--- src/rtl/afrm_pkg.sv ---
// Package for the audio fragment ring manager: codes, flag bits, result and
// bookkeeping types shared by the controller, the datapath and the top level.
// Depends on nothing.
package afrm_pkg;

  localparam int DEF_MAX_DMA_FRAGMENTS = 16;
  localparam int DEF_MAX_EXTRA_BUFFERS = 16;
  localparam int NRES = 3;

  typedef enum logic [2:0] {
    ACT_OPEN = 3'd0, ACT_CLOSE = 3'd1, ACT_REQUEST = 3'd2, ACT_INTR = 3'd3, ACT_POLL = 3'd4
  } action_t;

  localparam logic [2:0] RPL_NONE = 3'd0, RPL_OK = 3'd1, RPL_SUSPEND = 3'd2,
                         RPL_BAD_COUNT = 3'd3, RPL_BUSY = 3'd4, RPL_REVIVE = 3'd5,
                         RPL_NO_STATUS = 3'd6;
  localparam logic [2:0] CPY_NONE = 3'd0, CPY_USER_DMA = 3'd1, CPY_USER_EXTRA = 3'd2,
                         CPY_EXTRA_DMA = 3'd3, CPY_DMA_EXTRA = 3'd4,
                         CPY_EXTRA_USER = 3'd5, CPY_DMA_USER = 3'd6;
  localparam logic [2:0] DEV_NONE = 3'd0, DEV_START = 3'd1, DEV_PAUSE = 3'd2,
                         DEV_RESUME = 3'd3, DEV_STOP = 3'd4;

  localparam logic [1:0] REG_DIRECTION = 2'd0, REG_DMA_FRAGMENTS = 2'd1,
                         REG_EXTRA_BUFFERS = 2'd2, REG_FRAGMENT_BYTES = 2'd3;

  // flag bit positions
  localparam int FB_OPENED = 0, FB_BUSY = 1, FB_PENDING = 2, FB_READY = 3, FB_OOD = 4;

  // field-use bits of one result
  localparam logic [2:0] U_REPLY = 3'd1, U_COPY = 3'd2, U_CMD = 3'd4;

  typedef struct packed {
    logic [2:0]  reply_code;
    logic [2:0]  copy_kind;
    logic [3:0]  source_index;
    logic [3:0]  dest_index;
    logic [2:0]  device_command;
    logic [15:0] revive_status;
    logic        last;
  } result_t;

  typedef enum logic [1:0] {ST_IDLE, ST_EXEC, ST_EMIT} ctrl_state_t;

  typedef struct packed {
    logic       load;
    logic       exec;
    logic [1:0] sel;
  } dp_cmd_t;

  typedef struct packed {
    logic [1:0] nres;
  } dp_status_t;

endpackage

--- src/rtl/afrm_if.sv ---
// Handshake channels of the fragment ring manager: event beats in, result
// beats out. Depends on nothing.
interface afrm_in_if;
  logic        valid;
  logic        ready;
  logic [2:0]  action;
  logic [15:0] request_count;
  modport source (output valid, action, request_count, input ready);
  modport sink (input valid, action, request_count, output ready);
endinterface

interface afrm_out_if;
  logic        valid;
  logic        ready;
  logic [2:0]  reply_code;
  logic [2:0]  copy_kind;
  logic [3:0]  source_index;
  logic [3:0]  dest_index;
  logic [2:0]  device_command;
  logic [15:0] revive_status;
  logic        last;
  modport source (output valid, reply_code, copy_kind, source_index, dest_index,
                  device_command, revive_status, last, input ready);
  modport sink (input valid, reply_code, copy_kind, source_index, dest_index,
                device_command, revive_status, last, output ready);
endinterface

--- src/rtl/afrm_ctrl.sv ---
// Controller of the fragment ring manager: accept, evaluate, emit sequence.
// Depends on afrm_pkg.
module afrm_ctrl (
  input  logic                 clk,
  input  logic                 rst_n,
  input  logic                 in_valid,
  output logic                 in_ready,
  output logic                 out_valid,
  input  logic                 out_ready,
  output afrm_pkg::dp_cmd_t    cmd,
  input  afrm_pkg::dp_status_t status
);
  import afrm_pkg::*;

  ctrl_state_t state_r, state_nxt;
  logic [1:0]  sel_r, sel_nxt;

  always_ff @(posedge clk) begin
    if (!rst_n) begin
      state_r <= ST_IDLE;
      sel_r   <= 2'd0;
    end else begin
      state_r <= state_nxt;
      sel_r   <= sel_nxt;
    end
  end

  always_comb begin
    state_nxt = state_r;
    sel_nxt   = sel_r;
    in_ready  = 1'b0;
    out_valid = 1'b0;
    cmd.load  = 1'b0;
    cmd.exec  = 1'b0;
    cmd.sel   = sel_r;
    unique case (state_r)
      ST_IDLE: begin
        in_ready = 1'b1;
        if (in_valid) begin
          cmd.load  = 1'b1;
          state_nxt = ST_EXEC;
        end
      end
      ST_EXEC: begin
        cmd.exec  = 1'b1;
        sel_nxt   = 2'd0;
        state_nxt = ST_EMIT;
      end
      ST_EMIT: begin
        out_valid = 1'b1;
        if (out_ready) begin
          // status.nres counts results; the final one carries last
          if (sel_r == status.nres - 2'd1) state_nxt = ST_IDLE;
          else sel_nxt = sel_r + 2'd1;
        end
      end
      default: state_nxt = ST_IDLE;
    endcase
  end
endmodule

--- src/rtl/afrm_dp.sv ---
// Datapath of the fragment ring manager: registers, ring state, event
// evaluation into a three-entry result buffer. Depends on afrm_pkg.
module afrm_dp #(
  parameter int MAX_DMA_FRAGMENTS = afrm_pkg::DEF_MAX_DMA_FRAGMENTS,
  parameter int MAX_EXTRA_BUFFERS = afrm_pkg::DEF_MAX_EXTRA_BUFFERS
) (
  input  logic                 clk,
  input  logic                 rst_n,
  input  logic                 cfg_we,
  input  logic [1:0]           cfg_index,
  input  logic [15:0]          cfg_data,
  input  logic [2:0]           in_action,
  input  logic [15:0]          in_request_count,
  input  afrm_pkg::dp_cmd_t    cmd,
  output afrm_pkg::dp_status_t status,
  output afrm_pkg::result_t    result
);
  import afrm_pkg::*;

  typedef struct packed {
    logic [4:0]  dri, dfi, dc, eri, efi, ec;
    logic [4:0]  fl;
    logic        md;
    logic [15:0] rv;
  } st_t;

  typedef struct packed {
    logic [1:0]            n;
    logic [2:0][2:0]       used;
    result_t [NRES-1:0]    r;
  } buf_t;

  typedef struct packed {
    st_t  s;
    buf_t b;
  } wk_t;

  logic        direction_r;
  logic [4:0]  dma_fragments_r, extra_buffers_r;
  logic [15:0] fragment_bytes_r;
  logic [2:0]  action_r;
  logic [15:0] count_r;
  st_t         st_r, st_nxt;
  buf_t        buf_r, buf_nxt;

  function automatic logic [4:0] adv(logic [4:0] i, logic [4:0] n);
    logic [5:0] p;
    p = {1'b0, i} + 6'd1;
    return (p >= {1'b0, n}) ? 5'd0 : p[4:0];
  endfunction
  function automatic logic [4:0] inc(logic [4:0] c);
    return (c < 5'd31) ? c + 5'd1 : c;
  endfunction
  function automatic logic [4:0] dec(logic [4:0] c);
    return (c > 5'd0) ? c - 5'd1 : 5'd0;
  endfunction
  function automatic logic [4:0] ring_size(logic [4:0] v, int mx);
    if (v == 5'd0) return 5'd1;
    if (int'(v) > mx) return 5'(mx);
    return v;
  endfunction

  // opens a new result, if room remains, when the field is taken or none exists yet
  function automatic buf_t open_slot(buf_t b, logic [2:0] f);
    if (b.n == 2'd0 || (b.used[b.n - 2'd1] & f) != 3'd0) begin
      if (b.n < 2'(NRES)) begin
        b.r[b.n]    = '0;
        b.used[b.n] = 3'd0;
        b.n         = b.n + 2'd1;
      end
    end
    b.used[b.n - 2'd1] = b.used[b.n - 2'd1] | f;
    return b;
  endfunction

  function automatic wk_t put_reply(wk_t w, logic [2:0] code, logic [15:0] stat);
    w.b = open_slot(w.b, U_REPLY);
    w.b.r[w.b.n - 2'd1].reply_code    = code;
    w.b.r[w.b.n - 2'd1].revive_status = stat;
    return w;
  endfunction
  function automatic wk_t put_copy(wk_t w, logic [2:0] k, logic [4:0] s, logic [4:0] d);
    w.b = open_slot(w.b, U_COPY);
    w.b.r[w.b.n - 2'd1].copy_kind    = k;
    w.b.r[w.b.n - 2'd1].source_index = s[3:0];
    w.b.r[w.b.n - 2'd1].dest_index   = d[3:0];
    return w;
  endfunction
  function automatic wk_t put_cmd(wk_t w, logic [2:0] c);
    w.b = open_slot(w.b, U_CMD);
    w.b.r[w.b.n - 2'd1].device_command = c;
    return w;
  endfunction

  function automatic wk_t from_user(wk_t w, logic [4:0] d, logic [4:0] e, logic [15:0] fb);
    if (w.s.dc >= d && w.s.ec >= e) return w;
    if (!w.s.fl[FB_PENDING] || w.s.fl[FB_READY]) return w;
    if (w.s.dc < d) begin
      w = put_copy(w, CPY_USER_DMA, 5'd0, w.s.dfi);
      w.s.dc  = inc(w.s.dc);
      w.s.dfi = adv(w.s.dfi, d);
    end else begin
      w = put_copy(w, CPY_USER_EXTRA, 5'd0, w.s.efi);
      w.s.ec  = inc(w.s.ec);
      w.s.efi = adv(w.s.efi, e);
    end
    if (w.s.fl[FB_OOD]) begin
      w.s.fl[FB_OOD] = 1'b0;
      w = put_cmd(w, DEV_RESUME);
    end
    w.s.rv = fb;
    w.s.fl[FB_READY] = 1'b1;
    return w;
  endfunction

  function automatic wk_t to_user(wk_t w, logic [4:0] d, logic [4:0] e, logic [15:0] fb);
    if (!w.s.fl[FB_PENDING] || w.s.fl[FB_READY]) return w;
    if (w.s.ec == 5'd0 && w.s.dc == 5'd0) return w;
    if (w.s.ec != 5'd0) begin
      w = put_copy(w, CPY_EXTRA_USER, w.s.eri, 5'd0);
      w.s.eri = adv(w.s.eri, e);
      w.s.ec  = dec(w.s.ec);
    end else begin
      w = put_copy(w, CPY_DMA_USER, w.s.dri, 5'd0);
      w.s.dri = adv(w.s.dri, d);
      w.s.dc  = dec(w.s.dc);
    end
    w.s.rv = fb;
    w.s.fl[FB_READY] = 1'b1;
    return w;
  endfunction

  function automatic wk_t do_close(wk_t w);
    if (!w.s.md && !w.s.fl[FB_OOD]) begin
      w.s.fl[FB_OPENED] = 1'b0;
      return w;
    end
    w.s.fl[FB_OPENED] = 1'b0;
    w.s.fl[FB_BUSY]   = 1'b0;
    w = put_cmd(w, DEV_STOP);
    return w;
  endfunction

  always_ff @(posedge clk) begin
    if (!rst_n) begin
      direction_r      <= 1'b0;
      dma_fragments_r  <= 5'd2;
      extra_buffers_r  <= 5'd4;
      fragment_bytes_r <= 16'd4096;
      st_r             <= '{fl: 5'b10000, default: '0};
      buf_r            <= '0;
    end else begin
      if (cfg_we) begin
        unique case (cfg_index)
          REG_DIRECTION:      direction_r      <= cfg_data[0];
          REG_DMA_FRAGMENTS:  dma_fragments_r  <= cfg_data[4:0];
          REG_EXTRA_BUFFERS:  extra_buffers_r  <= cfg_data[4:0];
          REG_FRAGMENT_BYTES: fragment_bytes_r <= cfg_data;
          default: ;
        endcase
      end
      if (cmd.exec) begin
        st_r  <= st_nxt;
        buf_r <= buf_nxt;
      end
    end
  end

  always_ff @(posedge clk) begin
    if (cmd.load) begin
      action_r <= in_action;
      count_r  <= in_request_count;
    end
  end

  always_comb begin
    wk_t        w;
    logic [4:0] d, e;
    d = ring_size(dma_fragments_r, MAX_DMA_FRAGMENTS);
    e = ring_size(extra_buffers_r, MAX_EXTRA_BUFFERS);
    w.s = st_r;
    w.b = '0;
    case (action_r)
      ACT_OPEN: begin
        if (w.s.fl[FB_OPENED] || w.s.fl[FB_BUSY]) begin
          w = put_reply(w, RPL_BUSY, 16'd0);
        end else begin
          w.s.fl[FB_OPENED]  = 1'b1;
          w.s.fl[FB_OOD]     = 1'b1;
          w.s.fl[FB_PENDING] = 1'b0;
          w.s.dri = '0; w.s.dfi = '0; w.s.dc = '0;
          w.s.eri = '0; w.s.efi = '0; w.s.ec = '0;
          w.s.md  = direction_r;
          w = put_reply(w, RPL_OK, 16'd0);
        end
      end
      ACT_CLOSE: begin
        w = put_reply(w, RPL_OK, 16'd0);
        w = do_close(w);
      end
      ACT_REQUEST: begin
        if (count_r != fragment_bytes_r) begin
          w = put_reply(w, RPL_BAD_COUNT, 16'd0);
        end else if (w.s.fl[FB_BUSY] && w.s.md != direction_r) begin
          w = put_reply(w, RPL_BUSY, 16'd0);
        end else begin
          w = put_reply(w, RPL_SUSPEND, 16'd0);
          w.s.fl[FB_PENDING] = 1'b1;
          if (!direction_r) begin
            w = from_user(w, d, e, fragment_bytes_r);
            if (!w.s.fl[FB_BUSY]) begin
              w = put_cmd(w, DEV_START);
              w.s.fl[FB_BUSY] = 1'b1;
              w.s.dri = '0;
              w.s.md  = 1'b0;
            end
          end else if (!w.s.fl[FB_BUSY]) begin
            w = put_cmd(w, DEV_START);
            w.s.fl[FB_BUSY] = 1'b1;
            w.s.dri = '0;
            w.s.md  = 1'b1;
          end else begin
            w = to_user(w, d, e, fragment_bytes_r);
          end
        end
      end
      ACT_INTR: begin
        if (w.s.fl[FB_BUSY] && !w.s.md) begin
          w.s.dri = adv(w.s.dri, d);
          w.s.dc  = dec(w.s.dc);
          if (w.s.ec != 5'd0) begin
            w = put_copy(w, CPY_EXTRA_DMA, w.s.eri, w.s.dfi);
            w.s.eri = adv(w.s.eri, e);
            w.s.dfi = adv(w.s.dfi, d);
            w.s.ec  = dec(w.s.ec);
            w.s.dc  = inc(w.s.dc);
          end
          w = from_user(w, d, e, fragment_bytes_r);
          if (w.s.dc == 5'd0) begin
            w.s.fl[FB_OOD] = 1'b1;
            if (!w.s.fl[FB_OPENED]) w = do_close(w);
            else w = put_cmd(w, DEV_PAUSE);
          end
        end else if (w.s.fl[FB_BUSY]) begin
          w.s.dc  = inc(w.s.dc);
          w.s.dfi = adv(w.s.dfi, d);
          w = to_user(w, d, e, fragment_bytes_r);
          if (w.s.dc >= d) begin
            if (w.s.ec >= e) begin
              // both rings full: overflow
              w = put_cmd(w, DEV_STOP);
              w.s.fl[FB_BUSY]  = 1'b0;
              w.s.rv           = 16'd0;
              w.s.fl[FB_READY] = 1'b1;
            end else begin
              w = put_copy(w, CPY_DMA_EXTRA, w.s.dri, w.s.efi);
              w.s.dc  = dec(w.s.dc);
              w.s.ec  = inc(w.s.ec);
              w.s.dri = adv(w.s.dri, d);
              w.s.efi = adv(w.s.efi, e);
            end
          end
        end
      end
      ACT_POLL: begin
        if (w.s.fl[FB_READY]) begin
          w = put_reply(w, RPL_REVIVE, w.s.rv);
          w.s.fl[FB_READY]   = 1'b0;
          w.s.fl[FB_PENDING] = 1'b0;
        end else begin
          w = put_reply(w, RPL_NO_STATUS, 16'd0);
        end
      end
      default: ;
    endcase
    if (w.b.n == 2'd0) w.b = open_slot(w.b, 3'd0);
    w.b.r[w.b.n - 2'd1].last = 1'b1;
    st_nxt  = w.s;
    buf_nxt = w.b;
  end

  assign status.nres = buf_r.n;
  assign result      = buf_r.r[cmd.sel];
endmodule

--- src/rtl/audio_fragment_ring_manager_core.sv ---
// Audio fragment ring manager, top level.
// An event beat is taken in the idle state and evaluated in the cycle after; its
// one to three result beats follow one per cycle from the result buffer while out_ready is high.
// A new event beat is taken only once the last result beat of the one before has gone.
// Reset (synchronous, rst_n low): rings empty, flags clear but out-of-data,
// registers at direction 0, 2 DMA fragments, 4 extra buffers, 4096 bytes.
module audio_fragment_ring_manager_core #(
  parameter int MAX_DMA_FRAGMENTS = afrm_pkg::DEF_MAX_DMA_FRAGMENTS,
  parameter int MAX_EXTRA_BUFFERS = afrm_pkg::DEF_MAX_EXTRA_BUFFERS
) (
  input  logic        clk,
  input  logic        rst_n,
  input  logic        cfg_we,
  input  logic [1:0]  cfg_index,
  input  logic [15:0] cfg_data,
  afrm_in_if.sink     in_ch,
  afrm_out_if.source  out_ch
);
  import afrm_pkg::*;

  dp_cmd_t    cmd;
  dp_status_t status;
  result_t    result;

  afrm_ctrl u_ctrl (
    .clk       (clk),
    .rst_n     (rst_n),
    .in_valid  (in_ch.valid),
    .in_ready  (in_ch.ready),
    .out_valid (out_ch.valid),
    .out_ready (out_ch.ready),
    .cmd       (cmd),
    .status    (status)
  );

  afrm_dp #(
    .MAX_DMA_FRAGMENTS (MAX_DMA_FRAGMENTS),
    .MAX_EXTRA_BUFFERS (MAX_EXTRA_BUFFERS)
  ) u_dp (
    .clk              (clk),
    .rst_n            (rst_n),
    .cfg_we           (cfg_we),
    .cfg_index        (cfg_index),
    .cfg_data         (cfg_data),
    .in_action        (in_ch.action),
    .in_request_count (in_ch.request_count),
    .cmd              (cmd),
    .status           (status),
    .result           (result)
  );

  assign out_ch.reply_code     = result.reply_code;
  assign out_ch.copy_kind      = result.copy_kind;
  assign out_ch.source_index   = result.source_index;
  assign out_ch.dest_index     = result.dest_index;
  assign out_ch.device_command = result.device_command;
  assign out_ch.revive_status  = result.revive_status;
  assign out_ch.last           = result.last;
endmodule

--- src/flat_wrapper.sv ---
// flat-port wrapper written by rule: the top's interface ports become plain ports
module audio_fragment_ring_manager_core_flat import afrm_pkg::*;
#(
  parameter int MAX_DMA_FRAGMENTS = afrm_pkg::DEF_MAX_DMA_FRAGMENTS,
  parameter int MAX_EXTRA_BUFFERS = afrm_pkg::DEF_MAX_EXTRA_BUFFERS
)
  (clk, rst_n, cfg_we, cfg_index, cfg_data, in_ch_valid, in_ch_action, in_ch_request_count, in_ch_ready, out_ch_valid, out_ch_reply_code, out_ch_copy_kind, out_ch_source_index, out_ch_dest_index, out_ch_device_command, out_ch_revive_status, out_ch_last, out_ch_ready);
  afrm_in_if in_ch_i ();
  afrm_out_if out_ch_i ();
  input  logic clk;
  input  logic rst_n;
  input  logic cfg_we;
  input  logic [1:0] cfg_index;
  input  logic [15:0] cfg_data;
  input wire logic [$bits(in_ch_i.valid)-1:0] in_ch_valid;
  input wire logic [$bits(in_ch_i.action)-1:0] in_ch_action;
  input wire logic [$bits(in_ch_i.request_count)-1:0] in_ch_request_count;
  output wire logic [$bits(in_ch_i.ready)-1:0] in_ch_ready;
  output wire logic [$bits(out_ch_i.valid)-1:0] out_ch_valid;
  output wire logic [$bits(out_ch_i.reply_code)-1:0] out_ch_reply_code;
  output wire logic [$bits(out_ch_i.copy_kind)-1:0] out_ch_copy_kind;
  output wire logic [$bits(out_ch_i.source_index)-1:0] out_ch_source_index;
  output wire logic [$bits(out_ch_i.dest_index)-1:0] out_ch_dest_index;
  output wire logic [$bits(out_ch_i.device_command)-1:0] out_ch_device_command;
  output wire logic [$bits(out_ch_i.revive_status)-1:0] out_ch_revive_status;
  output wire logic [$bits(out_ch_i.last)-1:0] out_ch_last;
  input wire logic [$bits(out_ch_i.ready)-1:0] out_ch_ready;
  assign in_ch_i.valid = in_ch_valid;
  assign in_ch_i.action = in_ch_action;
  assign in_ch_i.request_count = in_ch_request_count;
  assign in_ch_ready = in_ch_i.ready;
  assign out_ch_valid = out_ch_i.valid;
  assign out_ch_reply_code = out_ch_i.reply_code;
  assign out_ch_copy_kind = out_ch_i.copy_kind;
  assign out_ch_source_index = out_ch_i.source_index;
  assign out_ch_dest_index = out_ch_i.dest_index;
  assign out_ch_device_command = out_ch_i.device_command;
  assign out_ch_revive_status = out_ch_i.revive_status;
  assign out_ch_last = out_ch_i.last;
  assign out_ch_i.ready = out_ch_ready;
  audio_fragment_ring_manager_core #(.MAX_DMA_FRAGMENTS(MAX_DMA_FRAGMENTS), .MAX_EXTRA_BUFFERS(MAX_EXTRA_BUFFERS)) u_core (.clk(clk), .rst_n(rst_n), .cfg_we(cfg_we), .cfg_index(cfg_index), .cfg_data(cfg_data), .in_ch(in_ch_i), .out_ch(out_ch_i));
endmodule
--- config.mk ---
export PLATFORM = sky130hd
export DESIGN_NAME = audio_fragment_ring_manager_core_flat
export DESIGN_NICKNAME = d
export VERILOG_FILES = /design/src/rtl/afrm_pkg.sv /design/src/rtl/afrm_if.sv /design/src/rtl/afrm_ctrl.sv /design/src/rtl/afrm_dp.sv /design/src/rtl/audio_fragment_ring_manager_core.sv /design/src/flat_wrapper.sv
export SDC_FILE = /design/constraint.sdc
export NUM_CORES = 1
export LEC_CHECK = 0
export BUFFER_PORTS_ARGS = -buffer_cell sky130_fd_sc_hd__buf_2
export CORE_ASPECT_RATIO = 1.1
export CORE_UTILIZATION = 52
export DETAILED_ROUTE_END_ITERATION = 12
export GPL_ROUTABILITY_DRIVEN = 1
export PLACE_DENSITY_LB_ADDON = 0.3
export SKIP_LAST_GASP = 1
export SLEW_MARGIN = 20
export SYNTH_ARGS = -nofsm -noshare
export SYNTH_HDL_FRONTEND = slang
export SYNTH_SLANG_ARGS = --single-unit
--- constraint.sdc ---
create_clock -name clk -period 7.8 [get_ports clk]
set_input_delay 1.56 -clock clk [delete_from_list [all_inputs] [get_ports clk]]
set_output_delay 1.56 -clock clk [all_outputs]
set_load 0.005 [all_outputs]
Word level (Yosys, flattened, before mapping) --
Index checks and enable logic that the tools add are counted.
Operators by class: eq/ne operators 35, $lt $le $gt $ge 118, multiplexer cells 695, reduce and logical (&&, ||, !) cells 101, bitwise operators 38, add/subtract/negate cells 63
Operators with widths (count):
- 2-to-1 mux 113 bit | 105
- 2-to-1 mux 165 bit | 50
- bitwise mux 102 bit | 55
- demux 34 bit (select 2 bit) | 64
- 2-to-1 mux 34 bit | 49
- AND 102 bit | 9
- inverter 102 bit | 9
- case mux 165 bit (5 select lines) | 1
- 2-to-1 mux 160 bit | 3
- 2-to-1 mux 31 bit | 10
- 2-to-1 mux 28 bit | 10
- 2-to-1 mux 3 bit | 93
- bitwise mux 9 bit | 27
- 2-to-1 mux 24 bit | 10
- demux 3 bit (select 2 bit) | 36
- binary-select mux 3 bit (select 2 bit) | 35
- 2-to-1 mux 20 bit | 8
- 2-to-1 mux 17 bit | 8
- 2-to-1 mux 135 bit | 1
- 2-to-1 mux 133 bit | 1
- less-than comparator 2 x 3 -> 1 bit (second input constant) | 44
- 2-to-1 mux 132 bit | 1
- 2-to-1 mux 131 bit | 1
- 2-to-1 mux 5 bit | 26
- other kinds (51) | 394
Storage, ports and cells: bits in registers 206

Depth between registers and ports, before layout --
word-level depth 111, depth in mapped cells 28, mapped depth without buffers 24

By module --
Synthesis repeated with hierarchy kept, for this count alone.
Unflattened totals: cells, all modules 1497, area total of the unflattened synthesis 11638.7 sq um
By module, submodules not included:
- afrm_dp | cells each 1472, times used 1, seq. area each 3233.1 sq um, area each 11402.2 sq um
- afrm_ctrl | cells each 25, times used 1, seq. area each 80.1 sq um, area each 236.5 sq um

Worst setup path before layout --
No wires, ideal clock.
path type reg-to-reg, start register u_core.u_dp.st_r[22] in the netlist's numbering, end register u_core.u_dp.buf_r[18] in the netlist's numbering, cell stages (with the launch flop) 28, slack 2.340 ns, arrival time 5.339 ns, path through dfxtp_1 -> inv_1 -> ha_1 -> and3_1 -> buf_6 -> inv_4 -> buf_6 -> clkbuf_1 -> clkbuf_8 -> ha_1 -> ha_1 -> nand2b_1 -> a31oi_1 -> o21ai_0 -> and2_0 -> clkbuf_1 -> xnor2_1 -> ha_1 -> nor2b_1 -> nor2_1 -> mux2_2 -> or2b_2 -> o2111ai_1 -> or3_1 -> a31o_1 -> o21ai_2 -> buf_6 -> o21ai_2
On the way: word-level cells in the longest chain between the ends 68, elaborated cells between the ends (all ways) 302, those cells by class add/sub: 22; order compare: 40; mux: 192; bitwise: 16; reduce/logical: 32
RTL lines:
- start: declaration | line afrm_dp.sv:43 | st_t st_r, st_nxt;
- start signal: assignment | line afrm_dp.sv:163 | st_r <= st_nxt;
- nonzero test 5 bit | line afrm_dp.sv:119, afrm_dp.sv:231
- 2-to-1 mux 160 bit | line afrm_dp.sv:231 | if (w.s.ec != 5'd0) begin
- 2-to-1 mux 165 bit | line afrm_dp.sv:228 | if (w.s.fl[FB_BUSY] && !w.s.md) begin
- 2-to-1 mux 165 bit | line afrm_dp.sv:183 | case (action_r)
- subtractor 2 x 1 -> 2 bit (tied with other cells) | line afrm_dp.sv:65 | if (b.n == 2'd0 || (b.used[b.n - 2'd1] & f) != 3'd0) begin
- binary-select mux 3 bit (select 2 bit) or logical AND 1 bit (tied branches) | line afrm_dp.sv:65, afrm_dp.sv:67, afrm_dp.sv:68
- 2-to-1 mux 2 bit (implied by the code) or 2-to-1 mux 3 bit (tied branches) | line afrm_dp.sv:65, afrm_dp.sv:68
- logical OR 1 bit or demux 3 bit (select 2 bit) (tied branches) | line afrm_dp.sv:65, afrm_dp.sv:68
- (+52 left out)
- 2-to-1 mux 135 bit | line afrm_dp.sv:239 | if (w.s.dc == 5'd0) begin
- 2-to-1 mux 165 bit | line afrm_dp.sv:228
- case mux 165 bit (5 select lines) * | line afrm_dp.sv:183
- AND 102 bit (no line)
- 2-to-1 mux 113 bit | line afrm_dp.sv:66 | if (b.n < 2'(NRES)) begin
- 2-to-1 mux 113 bit | line afrm_dp.sv:276 | if (w.b.n == 2'd0) w.b = open_slot(w.b, 3'd0);
- 2-to-1 mux 113 bit * | line afrm_dp.sv:276
- bitwise mux 102 bit * | line afrm_dp.sv:277 | w.b.r[w.b.n - 2'd1].last = 1'b1;
- end signal: assignment | line afrm_dp.sv:164 | buf_r <= buf_nxt;
- end: declaration | line afrm_dp.sv:44 | buf_t buf_r, buf_nxt;
Every way passes the cells marked *; elsewhere a longest branch is shown, timed or not. The select of a mux whose other input is x is not followed. A chain may end at the register's enable or synchronous reset.

Worst setup path after layout --
start register u_core.u_dp.st_r[37] in the netlist's numbering, end register u_core.u_dp.buf_r[17] in the netlist's numbering
On the way: word-level cells in the longest chain between the ends 58, elaborated cells between the ends (all ways) 296, those cells by class add/sub: 24; order compare: 41; mux: 184; bitwise: 16; reduce/logical: 31
RTL lines (line):
- branches (longest 52 deep; another with subtractor 5 x 1 -> 5 bit)
- case mux 165 bit (5 select lines) * | afrm_dp.sv:183
- AND 102 bit (no line)
- 2-to-1 mux 113 bit | afrm_dp.sv:66
- 2-to-1 mux 113 bit | afrm_dp.sv:276
- 2-to-1 mux 113 bit * | afrm_dp.sv:276
- bitwise mux 102 bit * | afrm_dp.sv:277
Mark *: on every way between the ends. The select of a mux whose other input is x is not followed.

==> out/metrics.cfg <==
[clock_network]
postCtsSetupBuffers = 0
cts_tree = done
cts_hold_buf = 0
clockBufferDepth = 2
clock_tree.root_cell = clkbuf_16
worstSkewPairLatency_ns = 0.44
post_cts_resize_count = 0
clock-sinks = 156
htreeDepth = 4
cts_buffers = 17
clk_pin_slew_ns = 0.07

[placed_design]
io_buffers = 77
place_inst = 1741
routabilityCongestion = 0.9946
hpwl_um = 26720
place_ws_ns = 1.365

[route]
vias = 11140
first_iter_violations = 871
finalWirelength_um = 36160
via_per_inst = 6.280
wl_per_cell_um = 20.40
ant_nets = 0
drt-pass1-iter-count = 6
remaining_drc_errors = 0

[timing]
hold_slack_ns = 0.4571
fin_skew_ns = 0.01591
setup_tns_ns = 0
tightest_slew_ns = 1.037
rsz0062_at_grt = no
layout_setup_ws_ns = 1.286
finalHoldViolCount = 0
finalCritPeriodShare = 0.8352
final_max_slew_viol_count = 0
fmax_ghz = 0.1535
min_period_ns = 6.514
final-setup-viol-count = 0
slew_headroom = 0.3073

[cells_and_area]
drive_gt1_frac = 0.1335
nets = 1593
area_growth_syn_to_layout_pct = 8.954
antenna_cells = 0
layoutNonFillerInstCount = 1773
fillCellCount = 2024

[power]
power_density_mw_per_mm2 = 173.8
p_leak_nw = 5.063
p_total_mw = 2.176
vdd_drop_max_mv = 0.1390

[worst_setup_path]
setup.worst_path.end_class = register
startpoint_type = register
required_ns = 8.10
r2r-start = u_core.u_dp.st_r[37]
crit_type = register to register
crit_start = u_core.u_dp.st_r[37]
cp_max_fo = 11
cp.arrival_ns = 6.81

[die]
ioPinCount = 78
coreArea_mm2 = 0.02151
rows = 56
die_h_um = 157.9
die_area_mm2 = 0.02269
start_util = 0.5340
die_w_um = 143.7

[synth]
ys_types = 112
ys_top_cells_by_area = dfxtp_1 (24%), ha_1 (8.8%), nor2_1 (5.3%)
synth_edf_count = 19
avgSynthCellArea_um2 = 7.938
syn_inst = 1447
ys.flop_type = dfxtp_1
yosys.area.top_type = dfxtp_1
ys_seq_area_frac = 0.2885
async_flop_share = 0
ys_warn_count = 0
syn_area_mm2 = 0.01149
synth_top_area_share = 0.2388
syn-num-nets = 1570
synth_seq_cells = 156

[global_route]
grt_usage = 0.3262
grt_pass1_vias = 10550
grt_pass1_wl_um = 56160
grt_remaining_overflow = 0
grt_start_max_net_pins = 87
antenna_found_initial = 0

[job]
cap_violations = 0

[min_path]
worstHoldStart = u_core.u_dp.buf_r[53]
hold_class = register to register

[outcome]
status = completed

-- power breakdown --
group	total [mW]	switching, mW	internal (mW)	leakage, nW
clock	0.869	0.395	0.474	0.294
combinational	0.449	0.299	0.149	3.48
sequential	0.858	0.0248	0.833	1.29
total	2.18	0.719	1.46	5.06
-- path summary, 6_finish.rpt --
path              slack, ns  cells past startpoint                    end
setup / recovery       1.29                     24  u_core.u_dp.buf_r[17]
hold / removal         0.46                      2  u_core.u_dp.buf_r[53]
setup reg to reg       1.29                     24  u_core.u_dp.buf_r[17]
hold reg to reg        0.46                      2  u_core.u_dp.buf_r[53]
-- final cells by class --
class | count | area, um2 | area share
Tap cell | 290 | 362.8 | 0.02899
Clock buffer | 19 | 454.2 | 0.03629
Sequential cell | 156 | 3313 | 0.2647
Multi-Input combinational cell | 1167 | 7617 | 0.6087
Inverter | 40 | 152.6 | 0.01220
Clock inverter | 13 | 146.4 | 0.01170
Timing Repair Buffer | 88 | 467.9 | 0.03739
-- cell usage after synthesis, types with 8 or more instances --
cell type	instances
nor2_1	163
nand2_1	154
dfxtp_1	137
a21oi_1	117
o21ai_0	85
ha_1	81
clkbuf_1	58
a22oi_1	41
nand3_1	38
mux2i_1	37
inv_1	36
and2_1	31
xor2_1	31
nor3_1	30
a31oi_1	29
nand2b_1	27
a21o_1	20
xnor2_1	20
edfxtp_1	19
and3_1	17
nor2b_1	16
o21ai_2	14
o22ai_1	14
a211oi_1	13
o21a_1	10
buf_1	8
nand4_1	8
o211ai_1	8
or3_1	8
-- cell usage in the layout (no fill, tap or decap), drive strengths merged, types with 7 or more instances in the layout --
master  count
nor3       32
mux2        7
a21oi     119
o21ai     106
or3         9
nor2b      16
nand2     157
o21a       10
mux2i      38
dfxtp     137
xnor2      21
o211ai     10
nor3b       7
buf        88
nor2      164
and3       20
ha         81
nand4       8
inv        48
nand3      40
or2         7
o22ai      14
nor4        7
a31oi      31
clkbuf     19
a211oi     14
a21boi      9
edfxtp     19
a21o       20
a22oi      41
and2       36
a22o        7
nand2b     27
xor2       33
-- critical path: stages (launching register included) --
cell       delay (ns)
dfxtp_1          0.55
inv_1            0.17
ha_1             0.24
nor4b_4          0.15
nor2_1           0.30
ha_1             0.27
nand4_1          0.10
xor2_1           0.20
and2_1           0.33
inv_1            0.11
ha_1             0.31
a21oi_1          0.21
o211ai_1         0.23
and2_0           0.38
xnor2_1          0.37
ha_1             0.31
nor2b_1          0.17
nor2_1           0.07
mux2_2           0.30
or2b_2           0.16
o2111ai_1        0.11
or3_1            0.35
a31o_1           0.23
o21ai_2          0.58
o21ai_0          0.18
-- per-layer routing --
layer | vias up | part of all wire | global-route usage
li1 | 5297 | - | -
met2 | 525 | 0.47 | 0.5467
met1 | 5197 | 0.42 | 0.4043
met5 | - | 0 | 0
met3 | 116 | 0.069 | 0.05142
met4 | 0 | 0.043 | 0.1641
-- per-stage QoR --
step	instance area (um2)	util
5_1_grt	12510	0.5818
3_3_place_gp	11910	0.5535
3_5_place_dp	11910	0.5535
4_1_cts	12510	0.5814
2_1_floorplan	11490	-
6_report	12510	0.5818
-- sequential cells by signal, indices dropped and copies added (netlist names) --
signal	flops
u_core.u_ctrl.sel_r	2
u_core.u_ctrl.state_r	2
u_core.u_dp.action_r	3
u_core.u_dp.buf_r	52
u_core.u_dp.count_r	16
u_core.u_dp.direction_r	1
u_core.u_dp.dma_fragments_r	5
u_core.u_dp.extra_buffers_r	5
u_core.u_dp.fragment_bytes_r	16
u_core.u_dp.st_r	52
u_core.u_dp.status	2
-- logic make-up (layout without fill, tap and decap cells) --
kind of cell | count (synthesis) | in the layout | share of synthesized area
adders and majority gates | 81 | 81 | 0.08824
muxes | 45 | 45 | 0.04107
AOI/OAI and AO/OA | 441 | 441 | 0.2575
xor gates and xnor gates | 54 | 54 | 0.04314
buffers and inverters | 124 | 160 | 0.04902
and+or+nand+nor | 546 | 546 | 0.2326
DFF | 156 | 156 | 0.2885
(Power assumes the default switching activity.)
